`config.mk`:
```
export PLATFORM = sky130hd
export DESIGN_NAME = http_request_stream_parser
export DESIGN_NICKNAME = d
export VERILOG_FILES = /design/src/rtl/hrsp_pkg.sv /design/src/rtl/hrsp_length.sv /design/src/rtl/hrsp_core.sv /design/src/rtl/http_request_stream_parser.sv
export SDC_FILE = /design/constraint.sdc
export NUM_CORES = 1
export LEC_CHECK = 0
export BUFFER_PORTS_ARGS = -buffer_cell sky130_fd_sc_hd__buf_2
export CAP_MARGIN = 20
export CORE_ASPECT_RATIO = 1.1
export CORE_MARGIN = 2
export CORE_UTILIZATION = 57
export CTS_CLUSTER_SIZE = 10
export DETAILED_ROUTE_END_ITERATION = 8
export GPL_TIMING_DRIVEN = 1
export PLACE_DENSITY = 0.78
export RECOVER_POWER = 50
export SETUP_SLACK_MARGIN = 0.1
export SKIP_LAST_GASP = 1
export SLEW_MARGIN = 15
export SYNTH_ARGS = -nofsm -noshare
export SYNTH_HDL_FRONTEND = slang
export SYNTH_SLANG_ARGS = --single-unit
```
`constraint.sdc`:
```
create_clock -name clk -period 5.65 [get_ports clk]
set_clock_uncertainty 0.05 [all_clocks]
set_input_delay 0.2825 -clock clk [delete_from_list [all_inputs] [get_ports clk]]
set_output_delay 0.2825 -clock clk [all_outputs]
set_load 0.03 [all_outputs]
```
`src/rtl/hrsp_pkg.sv`:
```
// Package for the HTTP request stream parser: codes, state types and match tables.
`timescale 1ns / 1ps
package hrsp_pkg;

  // Default width of the length and body counters
  localparam int unsigned LENGTH_BITS_DEFAULT = 32;
  // Width of the content_length result field
  localparam int unsigned CL_W = 32;

  typedef logic [7:0] char_t;

  localparam char_t CH_CR    = 8'h0D;
  localparam char_t CH_LF    = 8'h0A;
  localparam char_t CH_SP    = 8'h20;
  localparam char_t CH_TAB   = 8'h09;
  localparam char_t CH_COLON = 8'h3A;
  localparam char_t CASE_BIT = 8'h20;

  // Parser phases
  typedef enum logic [3:0] {
    PH_METHOD    = 4'd0,
    PH_URI       = 4'd1,
    PH_VERSION   = 4'd2,
    PH_REQ_LF    = 4'd3,
    PH_KEY_START = 4'd4,
    PH_KEY       = 4'd5,
    PH_SKIP      = 4'd6,
    PH_VALUE     = 4'd7,
    PH_TRAIL     = 4'd8,
    PH_HDR_LF    = 4'd9,
    PH_END_LF    = 4'd10,
    PH_BODY      = 4'd11,
    PH_DONE      = 4'd12,
    PH_ERROR     = 4'd13
  } phase_t;

  typedef enum logic [2:0] {
    KIND_SYNTAX  = 3'd0,
    KIND_URI     = 3'd1,
    KIND_KEY     = 3'd2,
    KIND_VALUE   = 3'd3,
    KIND_BODY    = 3'd4,
    KIND_IGNORED = 3'd5
  } kind_t;

  typedef enum logic [2:0] {
    METHOD_UNKNOWN = 3'd0,
    METHOD_GET     = 3'd1,
    METHOD_POST    = 3'd2,
    METHOD_PUT     = 3'd3,
    METHOD_DELETE  = 3'd4,
    METHOD_HEAD    = 3'd5,
    METHOD_OPTIONS = 3'd6
  } method_t;

  typedef enum logic [1:0] {
    VERSION_UNKNOWN = 2'd0,
    VERSION_1_0     = 2'd1,
    VERSION_1_1     = 2'd2
  } version_t;

  typedef enum logic [1:0] {
    STATUS_BUSY  = 2'd0,
    STATUS_DONE  = 2'd1,
    STATUS_ERROR = 2'd2
  } status_t;

  localparam int unsigned N_METHODS  = 6;
  localparam int unsigned N_VERSIONS = 2;
  localparam int unsigned KEY_LEN    = 14;
  localparam logic [3:0]  VERSION_LEN = 4'd8;

  // Method names, left aligned, padded with zero
  localparam char_t METHOD_CHARS [N_METHODS][7] = '{
    '{"G", "E", "T", 8'h00, 8'h00, 8'h00, 8'h00},
    '{"P", "O", "S", "T", 8'h00, 8'h00, 8'h00},
    '{"P", "U", "T", 8'h00, 8'h00, 8'h00, 8'h00},
    '{"D", "E", "L", "E", "T", "E", 8'h00},
    '{"H", "E", "A", "D", 8'h00, 8'h00, 8'h00},
    '{"O", "P", "T", "I", "O", "N", "S"}
  };
  localparam logic [3:0] METHOD_LENS [N_METHODS] = '{4'd3, 4'd4, 4'd3, 4'd6, 4'd4, 4'd7};
  localparam method_t METHOD_IDS [N_METHODS] = '{
    METHOD_GET, METHOD_POST, METHOD_PUT, METHOD_DELETE, METHOD_HEAD, METHOD_OPTIONS
  };

  localparam char_t VERSION_CHARS [N_VERSIONS][8] = '{
    '{"H", "T", "T", "P", "/", "1", ".", "0"},
    '{"H", "T", "T", "P", "/", "1", ".", "1"}
  };
  localparam version_t VERSION_IDS [N_VERSIONS] = '{VERSION_1_0, VERSION_1_1};

  localparam char_t KEY_CHARS [KEY_LEN] = '{
    "c", "o", "n", "t", "e", "n", "t", "-", "l", "e", "n", "g", "t", "h"
  };

  // Narrow parser state; the counters live beside it in the core
  typedef struct packed {
    phase_t     phase;
    logic [5:0] method_cand;
    logic [3:0] match_pos;
    method_t    method_found;
    logic [1:0] version_cand;
    version_t   version_found;
    logic       uri_seen;
    logic       key_match;
    logic       length_seen;
    logic       digit_seen;
  } ctl_state_t;

  localparam ctl_state_t CTL_RESET = '{
    phase:         PH_METHOD,
    method_cand:   6'h3F,
    match_pos:     4'd0,
    method_found:  METHOD_UNKNOWN,
    version_cand:  2'h3,
    version_found: VERSION_UNKNOWN,
    uri_seen:      1'b0,
    key_match:     1'b1,
    length_seen:   1'b0,
    digit_seen:    1'b0
  };

  // One result item
  typedef struct packed {
    char_t            out_byte;
    kind_t            kind;
    logic             field_end;
    method_t          method_code;
    version_t         version_code;
    status_t          status;
    logic [CL_W-1:0]  content_length;
    logic             length_present;
    logic             call_done;
  } result_t;

  // Saturating match position increment
  function automatic logic [3:0] bump(input logic [3:0] p);
    bump = (p == 4'hF) ? p : p + 4'd1;
  endfunction

endpackage

```
`src/rtl/hrsp_length.sv`:
```
// Decimal accumulator for the content-length value: value*10 + digit with overflow flag.
`timescale 1ns / 1ps
module hrsp_length #(
  parameter int unsigned LENGTH_BITS = hrsp_pkg::LENGTH_BITS_DEFAULT
) (
  input  logic [LENGTH_BITS-1:0] value,
  input  logic [3:0]             digit,
  output logic [LENGTH_BITS-1:0] value_next,
  output logic                   overflow
);
  import hrsp_pkg::*;

  logic [LENGTH_BITS+3:0] wide;
  logic [LENGTH_BITS+3:0] value_ext;

  // times ten as 8x + 2x, four guard bits catch overflow
  assign value_ext  = {4'b0000, value};
  assign wide       = (value_ext << 3) + (value_ext << 1) + {{LENGTH_BITS{1'b0}}, digit};
  assign value_next = wide[LENGTH_BITS-1:0];
  assign overflow   = |wide[LENGTH_BITS+3:LENGTH_BITS];

endmodule

```
`src/rtl/hrsp_core.sv`:
```
// Parser state registers and the per-byte next-state and result logic.
`timescale 1ns / 1ps
module hrsp_core #(
  parameter int unsigned LENGTH_BITS = hrsp_pkg::LENGTH_BITS_DEFAULT
) (
  input  logic              clk,
  input  logic              rst,
  input  logic              advance,
  input  logic [7:0]        in_byte,
  input  logic              restart,
  input  logic              end_of_buffer,
  output hrsp_pkg::result_t result
);
  import hrsp_pkg::*;

  ctl_state_t             ctl, ctl_next, cur;
  logic [LENGTH_BITS-1:0] length_value, length_value_next, cur_len;
  logic [LENGTH_BITS-1:0] body_left, body_left_next, cur_body, body_dec;
  logic [LENGTH_BITS-1:0] len_acc;
  logic                   len_ovf;

  // digit accumulate for the length value
  hrsp_length #(.LENGTH_BITS(LENGTH_BITS)) u_length (
    .value      (cur_len),
    .digit      (in_byte[3:0]),
    .value_next (len_acc),
    .overflow   (len_ovf)
  );

  // state registers, updated once per processed item
  always_ff @(posedge clk) begin
    if (rst) begin
      ctl          <= CTL_RESET;
      length_value <= '0;
      body_left    <= '0;
    end else if (advance) begin
      ctl          <= ctl_next;
      length_value <= length_value_next;
      body_left    <= body_left_next;
    end
  end

  // restart takes effect before the byte
  assign cur      = restart ? CTL_RESET : ctl;
  assign cur_len  = restart ? '0 : length_value;
  assign cur_body = restart ? '0 : body_left;
  assign body_dec = (cur_body != '0) ? cur_body - 1'b1 : cur_body;

  // per-byte step
  always_comb begin
    char_t      c;
    char_t      ob;
    kind_t      kind;
    logic       fend;
    logic [3:0] pos;
    logic       is_digit;
    logic       is_blank;
    logic       key_ok;
    method_t    m_found;
    version_t   v_found;
    status_t    st;

    c        = in_byte;
    ob       = in_byte;
    kind     = KIND_SYNTAX;
    fend     = 1'b0;
    pos      = cur.match_pos;
    is_digit = c inside {[8'h30:8'h39]};
    is_blank = c inside {CH_SP, CH_TAB};
    key_ok   = 1'b0;
    m_found  = METHOD_UNKNOWN;
    v_found  = VERSION_UNKNOWN;

    ctl_next          = cur;
    length_value_next = cur_len;
    body_left_next    = cur_body;

    case (cur.phase)
      PH_METHOD: begin
        if (c == CH_SP) begin
          for (int i = 0; i < N_METHODS; i++) begin
            if (cur.method_cand[i] && METHOD_LENS[i] == cur.match_pos) begin
              m_found = METHOD_IDS[i];
            end
          end
          if (m_found != METHOD_UNKNOWN) begin
            ctl_next.method_found = m_found;
            ctl_next.phase        = PH_URI;
          end else begin
            ctl_next.phase = PH_ERROR;
            kind           = KIND_IGNORED;
          end
        end else begin
          for (int i = 0; i < N_METHODS; i++) begin
            if (!(cur.match_pos < METHOD_LENS[i] &&
                  METHOD_CHARS[i][cur.match_pos[2:0]] == c)) begin
              ctl_next.method_cand[i] = 1'b0;
            end
          end
          ctl_next.match_pos = bump(cur.match_pos);
          if (ctl_next.method_cand == '0) begin
            ctl_next.phase = PH_ERROR;
            kind           = KIND_IGNORED;
          end
        end
      end
      PH_URI: begin
        if (c == CH_SP && cur.uri_seen) begin
          ctl_next.phase     = PH_VERSION;
          ctl_next.match_pos = 4'd0;
        end else if (c == CH_SP || c == CH_CR) begin
          ctl_next.phase = PH_ERROR;
          kind           = KIND_IGNORED;
        end else begin
          ctl_next.uri_seen = 1'b1;
          kind              = KIND_URI;
        end
      end
      PH_VERSION: begin
        if (c == CH_CR) begin
          if (cur.match_pos == VERSION_LEN) begin
            for (int i = 0; i < N_VERSIONS; i++) begin
              if (cur.version_cand[i]) begin
                v_found = VERSION_IDS[i];
              end
            end
          end
          if (v_found != VERSION_UNKNOWN) begin
            ctl_next.version_found = v_found;
            ctl_next.phase         = PH_REQ_LF;
          end else begin
            ctl_next.phase = PH_ERROR;
            kind           = KIND_IGNORED;
          end
        end else begin
          for (int i = 0; i < N_VERSIONS; i++) begin
            if (!(cur.match_pos < VERSION_LEN &&
                  VERSION_CHARS[i][cur.match_pos[2:0]] == c)) begin
              ctl_next.version_cand[i] = 1'b0;
            end
          end
          ctl_next.match_pos = bump(cur.match_pos);
          if (ctl_next.version_cand == '0) begin
            ctl_next.phase = PH_ERROR;
            kind           = KIND_IGNORED;
          end
        end
      end
      PH_REQ_LF, PH_HDR_LF: begin
        if (c == CH_LF) begin
          fend           = 1'b1;
          ctl_next.phase = PH_KEY_START;
        end else begin
          ctl_next.phase = PH_ERROR;
          kind           = KIND_IGNORED;
        end
      end
      PH_KEY_START, PH_KEY: begin
        if (c == CH_CR) begin
          if (cur.phase == PH_KEY_START) begin
            ctl_next.phase = PH_END_LF;
          end else begin
            ctl_next.phase = PH_ERROR;
            kind           = KIND_IGNORED;
          end
        end else if (c == CH_COLON) begin
          // only a full "content-length" key keeps the match
          if (cur.phase == PH_KEY_START || cur.match_pos != 4'(KEY_LEN)) begin
            ctl_next.key_match = 1'b0;
          end
          if (ctl_next.key_match) begin
            length_value_next = '0;
          end
          ctl_next.digit_seen = 1'b0;
          ctl_next.phase      = PH_SKIP;
        end else begin
          if (cur.phase == PH_KEY_START) begin
            pos                = 4'd0;
            ctl_next.key_match = 1'b1;
          end
          if (c inside {[8'h41:8'h5A]}) begin
            ob = c + CASE_BIT;
          end
          key_ok = (pos < 4'(KEY_LEN)) ? (KEY_CHARS[pos] == ob) : 1'b0;
          if (!key_ok) begin
            ctl_next.key_match = 1'b0;
          end
          ctl_next.match_pos = bump(pos);
          ctl_next.phase     = PH_KEY;
          kind               = KIND_KEY;
        end
      end
      PH_SKIP, PH_VALUE: begin
        if (cur.phase == PH_SKIP && is_blank) begin
          kind = KIND_SYNTAX;
        end else begin
          ctl_next.phase = PH_VALUE;
          if (!cur.key_match) begin
            // value of some other header passes through
            if (c == CH_CR) begin
              ctl_next.phase = PH_HDR_LF;
              kind           = KIND_SYNTAX;
            end else begin
              kind = KIND_VALUE;
            end
          end else if (is_digit) begin
            if (len_ovf) begin
              ctl_next.phase = PH_ERROR;
              kind           = KIND_IGNORED;
            end else begin
              length_value_next   = len_acc;
              ctl_next.digit_seen = 1'b1;
              kind                = KIND_VALUE;
            end
          end else if (c == CH_CR && cur.digit_seen) begin
            ctl_next.length_seen = 1'b1;
            ctl_next.phase       = PH_HDR_LF;
            kind                 = KIND_SYNTAX;
          end else if (is_blank && cur.digit_seen) begin
            ctl_next.phase = PH_TRAIL;
            kind           = KIND_VALUE;
          end else begin
            ctl_next.phase = PH_ERROR;
            kind           = KIND_IGNORED;
          end
        end
      end
      PH_TRAIL: begin
        if (is_blank) begin
          kind = KIND_VALUE;
        end else if (c == CH_CR) begin
          ctl_next.length_seen = 1'b1;
          ctl_next.phase       = PH_HDR_LF;
        end else begin
          ctl_next.phase = PH_ERROR;
          kind           = KIND_IGNORED;
        end
      end
      PH_END_LF: begin
        if (c == CH_LF) begin
          fend = 1'b1;
          if (cur.length_seen && cur_len != '0) begin
            body_left_next = cur_len;
            ctl_next.phase = PH_BODY;
          end else begin
            ctl_next.phase = PH_DONE;
          end
        end else begin
          ctl_next.phase = PH_ERROR;
          kind           = KIND_IGNORED;
        end
      end
      PH_BODY: begin
        kind           = KIND_BODY;
        body_left_next = body_dec;
        if (body_dec == '0) begin
          ctl_next.phase = PH_DONE;
        end
      end
      PH_DONE: begin
        kind = KIND_IGNORED;
      end
      default: begin
        ctl_next.phase = PH_ERROR;
        kind           = KIND_IGNORED;
      end
    endcase

    // status follows the phase after this byte
    if (ctl_next.phase == PH_DONE) begin
      st = STATUS_DONE;
    end else if (ctl_next.phase == PH_ERROR) begin
      st = STATUS_ERROR;
    end else begin
      st = STATUS_BUSY;
    end

    result.out_byte       = ob;
    result.kind           = kind;
    result.field_end      = fend;
    result.method_code    = ctl_next.method_found;
    result.version_code   = ctl_next.version_found;
    result.status         = st;
    result.content_length = CL_W'(length_value_next);
    result.length_present = ctl_next.length_seen;
    result.call_done      = end_of_buffer && (st == STATUS_DONE);
  end

endmodule

```
`src/rtl/http_request_stream_parser.sv`:
```
// Top level of the HTTP request stream parser: input register, parser core, result register.
//
//   channel   signals                                           direction
//   input     in_valid, in_stall, in_byte, restart, end_of_buffer  in (in_stall out)
//   output    out_valid, out_stall, out_byte, byte_kind, ...       out (out_stall in)
//
// One byte per cycle sustained while results are not stalled; each item passes from acceptance
// through the input register, then the parser step into the result register.
// The parser step is one pass of compare logic plus the length multiply-by-ten add.
// Synchronous reset returns the parser to the method phase and empties both registers.
// A stalled result holds the result register; one more item is then held in the input
// register, after which in_stall rises.
`timescale 1ns / 1ps
module http_request_stream_parser #(
  parameter int unsigned LENGTH_BITS = hrsp_pkg::LENGTH_BITS_DEFAULT
) (
  input  logic        clk,
  input  logic        rst,
  input  logic        in_valid,
  output logic        in_stall,
  input  logic [7:0]  in_byte,
  input  logic        restart,
  input  logic        end_of_buffer,
  output logic        out_valid,
  input  logic        out_stall,
  output logic [7:0]  out_byte,
  output logic [2:0]  byte_kind,
  output logic        field_end,
  output logic [2:0]  method_code,
  output logic [1:0]  version_code,
  output logic [1:0]  status,
  output logic [31:0] content_length,
  output logic        length_present,
  output logic        call_done
);
  import hrsp_pkg::*;

  logic       in_full;
  logic [7:0] in_byte_q;
  logic       restart_q;
  logic       eob_q;
  logic       out_free;
  logic       advance;
  logic       in_take;
  result_t    step_result;
  result_t    result_q;

  // handshake control
  assign out_free = !out_valid || !out_stall;
  assign advance  = in_full && out_free;
  assign in_stall = in_full && !out_free;
  assign in_take  = in_valid && !in_stall;

  // input register
  always_ff @(posedge clk) begin
    if (rst) begin
      in_full <= 1'b0;
    end else if (in_take) begin
      in_full <= 1'b1;
    end else if (advance) begin
      in_full <= 1'b0;
    end
  end

  always_ff @(posedge clk) begin
    if (in_take) begin
      in_byte_q <= in_byte;
      restart_q <= restart;
      eob_q     <= end_of_buffer;
    end
  end

  // parser step
  hrsp_core #(.LENGTH_BITS(LENGTH_BITS)) u_core (
    .clk           (clk),
    .rst           (rst),
    .advance       (advance),
    .in_byte       (in_byte_q),
    .restart       (restart_q),
    .end_of_buffer (eob_q),
    .result        (step_result)
  );

  // result register
  always_ff @(posedge clk) begin
    if (rst) begin
      out_valid <= 1'b0;
    end else if (advance) begin
      out_valid <= 1'b1;
    end else if (!out_stall) begin
      out_valid <= 1'b0;
    end
  end

  always_ff @(posedge clk) begin
    if (advance) begin
      result_q <= step_result;
    end
  end

  assign out_byte       = result_q.out_byte;
  assign byte_kind      = result_q.kind;
  assign field_end      = result_q.field_end;
  assign method_code    = result_q.method_code;
  assign version_code   = result_q.version_code;
  assign status         = result_q.status;
  assign content_length = result_q.content_length;
  assign length_present = result_q.length_present;
  assign call_done      = result_q.call_done;

  // checks
  a_stall_only_when_blocked: assert property (@(posedge clk) disable iff (rst)
    in_stall |-> (out_valid && out_stall))
    else $error("input stalled while result register can take an item");

  a_advance_fills_output: assert property (@(posedge clk) disable iff (rst)
    advance |=> out_valid)
    else $error("processed item did not reach the result register");

  a_error_byte_ignored: assert property (@(posedge clk) disable iff (rst)
    (out_valid && status == STATUS_ERROR) |-> byte_kind == KIND_IGNORED)
    else $error("byte in error state not marked ignored");

  a_field_end_on_lf: assert property (@(posedge clk) disable iff (rst)
    (out_valid && field_end) |-> (out_byte == CH_LF && byte_kind == KIND_SYNTAX))
    else $error("line end flagged on a byte other than LF");

  a_call_done_complete: assert property (@(posedge clk) disable iff (rst)
    (out_valid && call_done) |-> status == STATUS_DONE)
    else $error("call done without a complete request");

endmodule
```
======== Word-level counts from Yosys, hierarchy flattened ========
Memories as Yosys holds them, arrays and structs flattened.
Cells that the tools add are included.
word-level totals
  bits in registers ....................... 154
  memory bits (read-only) ................. 640
  bits of input ports ..................... 14
  output and inout port bits .............. 55
  word-level logic and storage cells ...... 316
  memories ................................ 9
cells by class
  add/subtract/negate cells ............... 6
  magnitude comparators ................... 12
  eq/ne operators ......................... 38
  muxes and demuxes ....................... 176
  bitwise gates (word level) .............. 2
  reductions and logical operators ........ 47
memories
  memory           words  bits a word  rd ports  clocked after memory_dff  write ports  line              source
  (no name shown)  16     8            1         0                         0            hrsp_core.sv:184  key_ok = (pos < 4'(KEY_LEN)) ? (KEY_CHARS[pos] == ob) : 1'b0;
  (no name shown)  8      8            1         0                         0            hrsp_core.sv:96   METHOD_CHARS[i][cur.match_pos[2:0]] == c)) begin
  (no name shown)  8      8            1         0                         0            hrsp_core.sv:96
  (no name shown)  8      8            1         0                         0            hrsp_core.sv:138  VERSION_CHARS[i][cur.match_pos[2:0]] == c)) begin
  (no name shown)  8      8            1         0                         0            hrsp_core.sv:138
  (no name shown)  8      8            1         0                         0            hrsp_core.sv:96
  +3 memories      --     --           --        --                        --           --
operator list
  operator                                                    count
  2-to-1 mux 32 bit                                           12
  2-to-1 mux 8 bit                                            25
  case mux 32 bit (2 select lines)                            2
  2-to-1 mux 4 bit                                            29
  2-to-1 mux 3 bit                                            32
  == test 8 bit                                               9
  nonzero test 32 bit                                         2
  2-to-1 mux 1 bit                                            52
  == test 4 bit, second input constant                        10
  case mux 4 bit (10 select lines)                            1
  adder 35 x 33 -> 36 bit                                     1
  adder 36 x 4 -> 36 bit                                      1
  logical NOT 32 bit                                          1
  2-to-1 mux 2 bit                                            16
  subtractor 32 x 1 -> 32 bit, second input constant          1
  logical AND 1 bit                                           25
  2-to-1 mux 25 bit                                           1
  == test 8 x 4 -> 1 bit, second input constant               3
  case mux 3 bit (8 select lines)                             1
  == test 4 x 3 -> 1 bit, second input constant               4
  == test 8 x 6 -> 1 bit, second input constant               2
  case mux 4 bit (4 select lines)                             1
  == test 3 x 4 -> 1 bit, first input constant                3
  less-than comparator 4 x 3 -> 1 bit, second input constant  3
  other kinds (31)                                            44

======== Longest topological paths before layout ========
Gate-level depths: netlist of run 1.
  depth after elaboration ................. 20
  depth in mapped cells ................... 24
  gate-level depth less buffers ........... 15

======== Hierarchy ========
A second synthesis of run 1 with hierarchy kept.
second synthesis, totals
  cells, all modules ...................... 1678
  area, all modules ....................... 12913.6 um^2
by module, submodules not included
  module                      instances  cells an instance  area each (um^2)
  hrsp_core                   1          1334               8784.7
  hrsp_length                 1          271                2150.8
  http_request_stream_parser  1          73                 1978.1

======== Worst setup path after synthesis of run 1 ========
OpenSTA, ideal clock, no wires.
  path type ............................... register -> register
  start ................................... reg restart_q
  end ..................................... reg result_q (netlist bit content_length[19]), data pin
  setup time .............................. 0.268 ns
  arrival ................................. 5.397 ns
  path slack .............................. -0.065 ns
  stages on the path, launching flop included .. 24
  buffers on the path ..................... 9
  period minus slack after synthesis ...... 5.715 ns
  cell sequence ........................... edfxtp_1 -> clkbuf_1 -> buf_2 -> buf_2 -> inv_1 -> clkbuf_1 -> buf_1 -> clkbuf_1 -> buf_1 -> buf_1 -> nand2_1 -> inv_1 -> ha_1 -> ha_1 -> a21o_1 -> a21oi_1 -> a2111oi_0 -> o311a_1 -> a311oi_1 -> o31ai_1 -> or3_1 -> buf_2 -> a21oi_1 -> o22ai_1
RTL lines
  element                   line                              source
  start: declaration        http_request_stream_parser.sv:40  logic restart_q;
  start signal: assignment  http_request_stream_parser.sv:68  restart_q <= restart;
  end signal: assignment    http_request_stream_parser.sv:97  result_q <= step_result;
  end: declaration          http_request_stream_parser.sv:46  result_t result_q;

======== Final worst setup path of run 1 ========
  start ................................... reg restart_q
  end ..................................... reg u_core.ctl[21] (netlist bit)
on the way
  longest elaborated chain between the ends .. 14
  elaborated cells between the ends (all ways) .. 119
  classes of those cells .................. add/sub (1); order compare (5); eq/ne (20); mux (62); bitwise (1); reduce/logical (22); memory (8)
RTL lines
  element                                                        line                                source
  2-to-1 mux 25 bit                                              hrsp_core.sv:44                     assign cur = restart ? CTL_RESET : ctl;
  NOT 3 -> 4 bit (implied by the code)                           hrsp_core.sv:96, hrsp_core.sv:138
  memory (8 x 8 bit) (on tied branches)                          --
  2-to-1 mux 8 bit (on tied branches) (2 in series)              hrsp_core.sv:96, hrsp_core.sv:138
  == test 8 bit (on tied branches)                               hrsp_core.sv:96, hrsp_core.sv:138
  logical AND 1 bit (on tied branches)                           hrsp_core.sv:95, hrsp_core.sv:137
  2-to-1 mux 1 bit (on tied branches)                            hrsp_core.sv:95, hrsp_core.sv:137
  2-to-1 mux 1 bit (on tied branches)                            hrsp_core.sv:80, hrsp_core.sv:120
  2-to-1 mux 1 bit                                               hrsp_core.sv:78                     case (cur.phase)
  logical NOT 6 bit / logical NOT 2 bit (equally long branches)  hrsp_core.sv:101, hrsp_core.sv:143
  2-to-1 mux 4 bit (on tied branches)                            hrsp_core.sv:101, hrsp_core.sv:143
  2-to-1 mux 4 bit (on tied branches)                            hrsp_core.sv:80, hrsp_core.sv:120
  case mux 4 bit (10 select lines) *                             hrsp_core.sv:78
  end signal: assignment                                         hrsp_core.sv:37                     ctl <= ctl_next;
  end: declaration                                               hrsp_core.sv:16                     ctl_state_t ctl, ctl_next, cur;
Every way passes the cells marked *; elsewhere a longest branch is shown, timed or not. The select of a mux whose other input is x is not followed.
A chain may end at the register's enable or synchronous reset.

==> results.yml, run 1 <==
pwr:
  powerDensity_mw_per_mm2: 209
  p_leak_uw: 0.00549
  power_uw: 2990
  vdd_drop_max_v: 0.000212
synthesis:
  yosysTopAreaCell: "edfxtp_1"
  syn_area_mm2: 0.0131
  synth_area_leaders: "edfxtp_1 (14%), dfxtp_1 (14%), ha_1 (7.6%), a21oi_1 (5.1%), nand2_1 (5.0%)"
  synth_cells: 1712
  synth.top_cell.area_share: 0.144
  synth_seq_cells: 154
  yosysWarnings: 0
  syn_area_per_cell_um2: 7.67
  synth_edf_count: 63
  synth.distinct_cells: 91
  ys_seq_area_frac: 0.283
  syn-num-nets: 1807
  synth-async-reset-ratio: 0
  ys.flop_type: "dfxtp_1"
detailed_routing:
  drc_errors: 0
  wire_per_inst_um: 22.3
  first_pass_iters: 7
  routed_wl_um: 45500
  ant_nets: 0
  routed_via_density: 6.92
  via_count: 14115
  first_iter_violations: 1933
clock_tree:
  cts_tree: "done"
  postCtsSetupRepairBufs: 0
  htreeDepth: 4
  numCtsBuffers: 17
  clk_path_buf_depth: 2
  clock_latency_ps: 440
  clk_pin_slew_ps: 70
  clock-root-buffer: "clkbuf_16"
  cts.sinks: 154
worst_setup_path:
  regToRegSetupSlack_ps: 340
  crit_buf_inv: 4
  startpoint_type: "flip-flop"
  cp_common_cell: "buf_4"
  critPathMaxStageDelay_ps: 700
  cp_max_fo: 62
  worstPathRequired_ps: 5830
  crit_chain: "buf_4 -> buf_4 -> buf_4 -> nor2b_1 -> inv_1 -> ha_1 -> nand4_1 -> o41ai_4 -> xor2_1 -> a41oi_1 -> nor4_1 -> and4b_1 -> a31o_1 -> a31oi_1"
  cp-end-kind: "flip-flop"
  crit_path_top_delay_cell: "o41ai_4"
  crit_family: "buffers and inverters"
  critical_path_class: "reg -> reg"
  crit_arrival_ps: 5480
die:
  dieHeight_um: 163
  initial_core_util: 0.578
  ios: 69
  die_area_mm2: 0.0243
  coreArea_mm2: 0.0227
  die_x_um: 149
  rows: 58
layout:
  final_area_mm2: 0.0143
  fill_cells: 1998
  drive_above_1_share: 0.0690
  syn2layout_area_growth_pct: 8.85
  final_core_util: 0.629
  final_nets: 1821
timing:
  rsz0062_at_grt: "false"
  max_slew_margin: -0.866
  slew_viol_final: 135
  period_share: 0.939
  whs_ps: 17.0
  setup_viol: 0
  tns_ps: 0
  tightest_slew_ps: 2800
  hold_viol: 0
  max_freq_mhz: 188
  period_minus_slack_ps: 5310
grt:
  grt_pass1_wl_um: 71300
  grt_pass1_vias: 12976
  grt_max_degree: 67
  grt-ovfl-total: 0
  met1_usage: 0.474
  grt_use_met3: 0.0760
  busiest_layer: "met2"
  antenna_found_initial: 0
  grtUsageTotal: 0.370
  grt_use_met2: 0.581
outcome:
  status: "finished with violations"
  violations: "capacitance limit, slew limit"
placed_design:
  place_area_mm2: 0.0137
  port_buffers: 68
  hpwl_um: 33100
  gp_congestion: 0.996
hold_path:
  hold_class: "in -> reg"
flow_run:
  cap_violations: 3
==> worst register-to-register path, delay by kind of cell (launching register included) <==
kind            cells  cell delay [ps]
simple gates        4             1510
compound gates      4             1140
flops               1              360
buf+inv             4             1510
xor+xnor            1              180
fa+ha+maj           1              340
==> final timing paths <==
kind | from | end | cells after the start
worst max-delay path | restart_q | u_core.ctl[21] | 14
worst min register to register | u_core.ctl[10] | u_core.ctl[10] | 2
worst max register to register | restart_q | u_core.ctl[21] | 14
worst min-delay path | in_valid | in_full | 3
==> routing by layer <==
layer  vias to the layer above  routed length (µm)
li1                       6432                   -
met1                      6559               17300
met2                       921               20600
met3                       203                4660
met4                         0                2900
met5                         -                   0
==> synthesized netlist by cell type (all sizes together), types with 10 or more instances <==
cell type	instances
a211oi	27
inv	59
or3	17
o21ai	116
nand3	43
clkbuf	100
buf	27
nand2	175
xor2	21
o211ai	22
nor2	161
nand2b	25
o31ai	12
o22ai	26
and3	13
nor4	41
dfxtp	91
nand4	20
a221oi	10
a22oi	25
xnor2	24
edfxtp	63
ha	80
nor3	68
o21bai	19
a21o	21
and2	10
mux2i	27
a21oi	134
or4	12
a31oi	25
nor2b	39
==> through the flow <==
step | std cells | setup slack, ps
floorplan | 1712 | 108
global placement | 1997 | 624
detailed placement | 1997 | 568
CTS | 2039 | 537
global route | 2039 | 109
finish | 2040 | 344
==> final cells by class <==
| class | count | area [µm²] | area share |
|---|---|---|---|
| sequential | 154 | 3710 | 0.260 |
| clock inverter | 15 | 173 | 0.0121 |
| inverter | 61 | 231 | 0.0162 |
| clock buffer | 17 | 425 | 0.0298 |
| tap | 300 | 375 | 0.0263 |
| timing repair buffer | 122 | 687 | 0.0480 |
| multi-input combinational | 1370 | 8690 | 0.608 |
| antenna | 1 | 2.50 | 0.000175 |
==> cell usage in the layout, fill, tap and decap left out, types with 56 or more instances in the layout <==
master    synthesis  routed
dfxtp_1          91      91
inv_1            58      56
edfxtp_1         63      63
nand2_1         175     174
ha_1             80      80
nor2_1          161     161
o21ai_0         112     111
nor3_1           65      65
clkbuf_1        100      63
a21oi_1         134     134
==> repair_timing <==
| action | in CTS | in global routing |
|---|---|---|
| hold buffers | 10 | 0 |
| endpoints found under the setup margin | 0 | 0 |
| hold endpoints to repair | 10 | 0 |
| gates resized for setup | 0 | 0 |
==> report_power, final <==
group          total, µW  internal (µW)  switching (µW)
Combinational        563            186             376
Sequential          1250           1200            50.2
Clock               1180            597             580
==> registers in the layout, summed over array words and instances (netlist names) <==
register             count
call_done                1
byte_kind                3
eob_q                    1
in_full                  1
out_valid                1
method_code              3
version_code             2
u_core.ctl              25
u_core.length_value     32
length_present           1
in_byte_q                8
u_core.body_left        32
out_byte                 8
content_length          32
field_end                1
status                   2
restart_q                1
==> cells by family (layout without fill, tap and decap cells) <==
kind of cell    Yosys count  count (layout)  share of synthesized area
fa+ha+maj                81              81                     0.0777
compound gates          546             546                      0.276
mux                      34              34                     0.0266
flops                   154             154                      0.283
other cells               0               1                          0
buf+inv                 188             215                     0.0559
simple gates            664             664                      0.251
xor+xnor                 45              45                     0.0300
(Power assumes the default switching activity.)
==> inputs of run 2 (changes only) <==
- CELL_PAD_IN_SITES_DETAIL_PLACEMENT: unset -> 0
- CELL_PAD_IN_SITES_GLOBAL_PLACEMENT: unset -> 1
- CORE_UTILIZATION: 57 -> 43
- PLACE_DENSITY: 0.78 -> unset
- PLACE_DENSITY_LB_ADDON: unset -> 0.1
==> results.yml, run 2 (synthesis results as in run 1) <==
outcome:
  status: "finished with violations"
  violations: "capacitance limit, slew limit"
clock_tree:
  cts.sinks: 154
  clk_path_buf_depth: 2
  clk_pin_slew_ps: 70
  numCtsBuffers: 17
  clock_latency_ps: 450
  htreeDepth: 4
  clock-root-buffer: "clkbuf_16"
  cts_tree: "done"
die:
  coreArea_mm2: 0.0303
  rows: 67
  dieHeight_um: 187
  die_area_mm2: 0.0320
  die_x_um: 171
  ios: 69
  initial_core_util: 0.434
worst_setup_path:
  cp_max_fo: 24
  r2r-start: "restart_q"
  cp-end-kind: "flip-flop"
  critical_path_class: "reg -> reg"
  crit_arrival_ps: 5570
  startpoint_type: "flip-flop"
  worstPathRequired_ps: 5940
  crit_start: "restart_q"
hold_path:
  hold_class: "in -> reg"
  hold_start: "in_valid"
detailed_routing:
  wire_per_inst_um: 23.9
  via_count: 13792
  first_pass_iters: 6
  first_iter_violations: 1549
  ant_nets: 0
  routed_via_density: 6.40
  routed_wl_um: 51600
  drc_errors: 0
grt:
  busiest_layer: "met2"
  antenna_found_initial: 0
  grt_use_met3: 0.0459
  met1_usage: 0.413
  grt_pass1_wl_um: 79600
  grt-ovfl-total: 0
  grt_use_met2: 0.528
  grt_pass1_vias: 13123
  grtUsageTotal: 0.322
  grt_max_degree: 78
timing:
  setup_viol: 0
  max_freq_mhz: 190
  rsz0062_at_grt: "false"
  period_minus_slack_ps: 5270
  tightest_slew_ps: 3060
  max_slew_margin: -1.05
  whs_ps: 14.0
  period_share: 0.933
  tns_ps: 0
  hold_viol: 0
  slew_viol_final: 78
  setup_ws_ps: 379
flow_run:
  cap_violations: 1
placed_design:
  place_area_mm2: 0.0138
  place_inst: 2112
  hpwl_um: 38200
  gp_congestion: 0.968
  post-place-ws_ps: 251
  port_buffers: 68
layout:
  final_common_cell: "nand2_1"
  final_cells: 2154
  final_cell_mix: "nand2_1 (175), nor2_1 (161), a21oi_1 (134)"
  drive_above_1_share: 0.0718
  syn2layout_area_growth_pct: 9.78
  final_area_mm2: 0.0144
  insertedDiodeCount: 0
  final_nets: 1822
pwr:
  powerDensity_mw_per_mm2: 207
  p_leak_uw: 0.00548
  vdd_drop_max_v: 0.000229
run 2: cell types whose count changed in the layout (fill, tap and decap cells not counted), moves of 2 or more:
cell,previous run,this run
clkinvlp_4,0,2
clkinv_4,0,2
clkbuf_1,63,61
inv_8,3,1
clkinv_8,5,0
buf_4,36,39
run 2: power breakdown:
group	internal (µW)	leakage (µW)	total (µW)	switching [µW]
Sequential	1200	0.00134	1250	49.1
Clock	600	0.000273	1140	543
Combinational	190	0.00387	585	395
Total	1990	0.00548	2980	987
run 2: path summary, 6_finish.rpt:
check | slack [ps] | cells after the start | endpoint
hold / removal | 10 | 3 | in_full
hold reg to reg | 410 | 2 | u_core.ctl[10]
setup / recovery | 380 | 16 | u_core.length_value[19]
setup reg to reg | 380 | 16 | u_core.length_value[19]
run 2: stage by stage:
step / utilization / total power, µW
finish: 0.476 / 2980
global route: 0.476 / 3080
CTS: 0.479 / 2980
detailed placement: 0.458 / 1850
global placement: 0.458 / 1850
floorplan: - / 1660
run 2: what timing repair did:
action,4_1_cts,5_1_grt
endpoints found under the setup margin,0,29
setup buffers,0,0
gates resized for setup,0,2
hold endpoints to repair,10,0
hold buffers,10,0
run 2: worst max-delay path: stages (launching register included):
cell	delay [ps]
edfxtp_1	410
clkinv_2	410
nand2_1	420
inv_1	140
ha_1	220
ha_1	340
a21oi_1	400
or2_2	220
a311oi_1	100
o41ai_1	500
o2111a_1	260
nand3_1	70
buf_4	170
nor4_4	540
buf_4	340
mux2_2	360
o32ai_1	210
run 2: area by class of cell:
type	instances	area, µm²
multi-input cells	1370	8690
clock buffers	19	454
repair buffers	123	703
inverters	61	231
flip-flops and latches	154	3710
fillers	3060	15800
clock inverters	13	105
well taps	414	518
run 2: per-layer routing:
metal	wire, µm	vias up
met5	0	-
met4	2550	0
met3	2970	123
met2	24300	553
met1	21700	6678
li1	-	6438
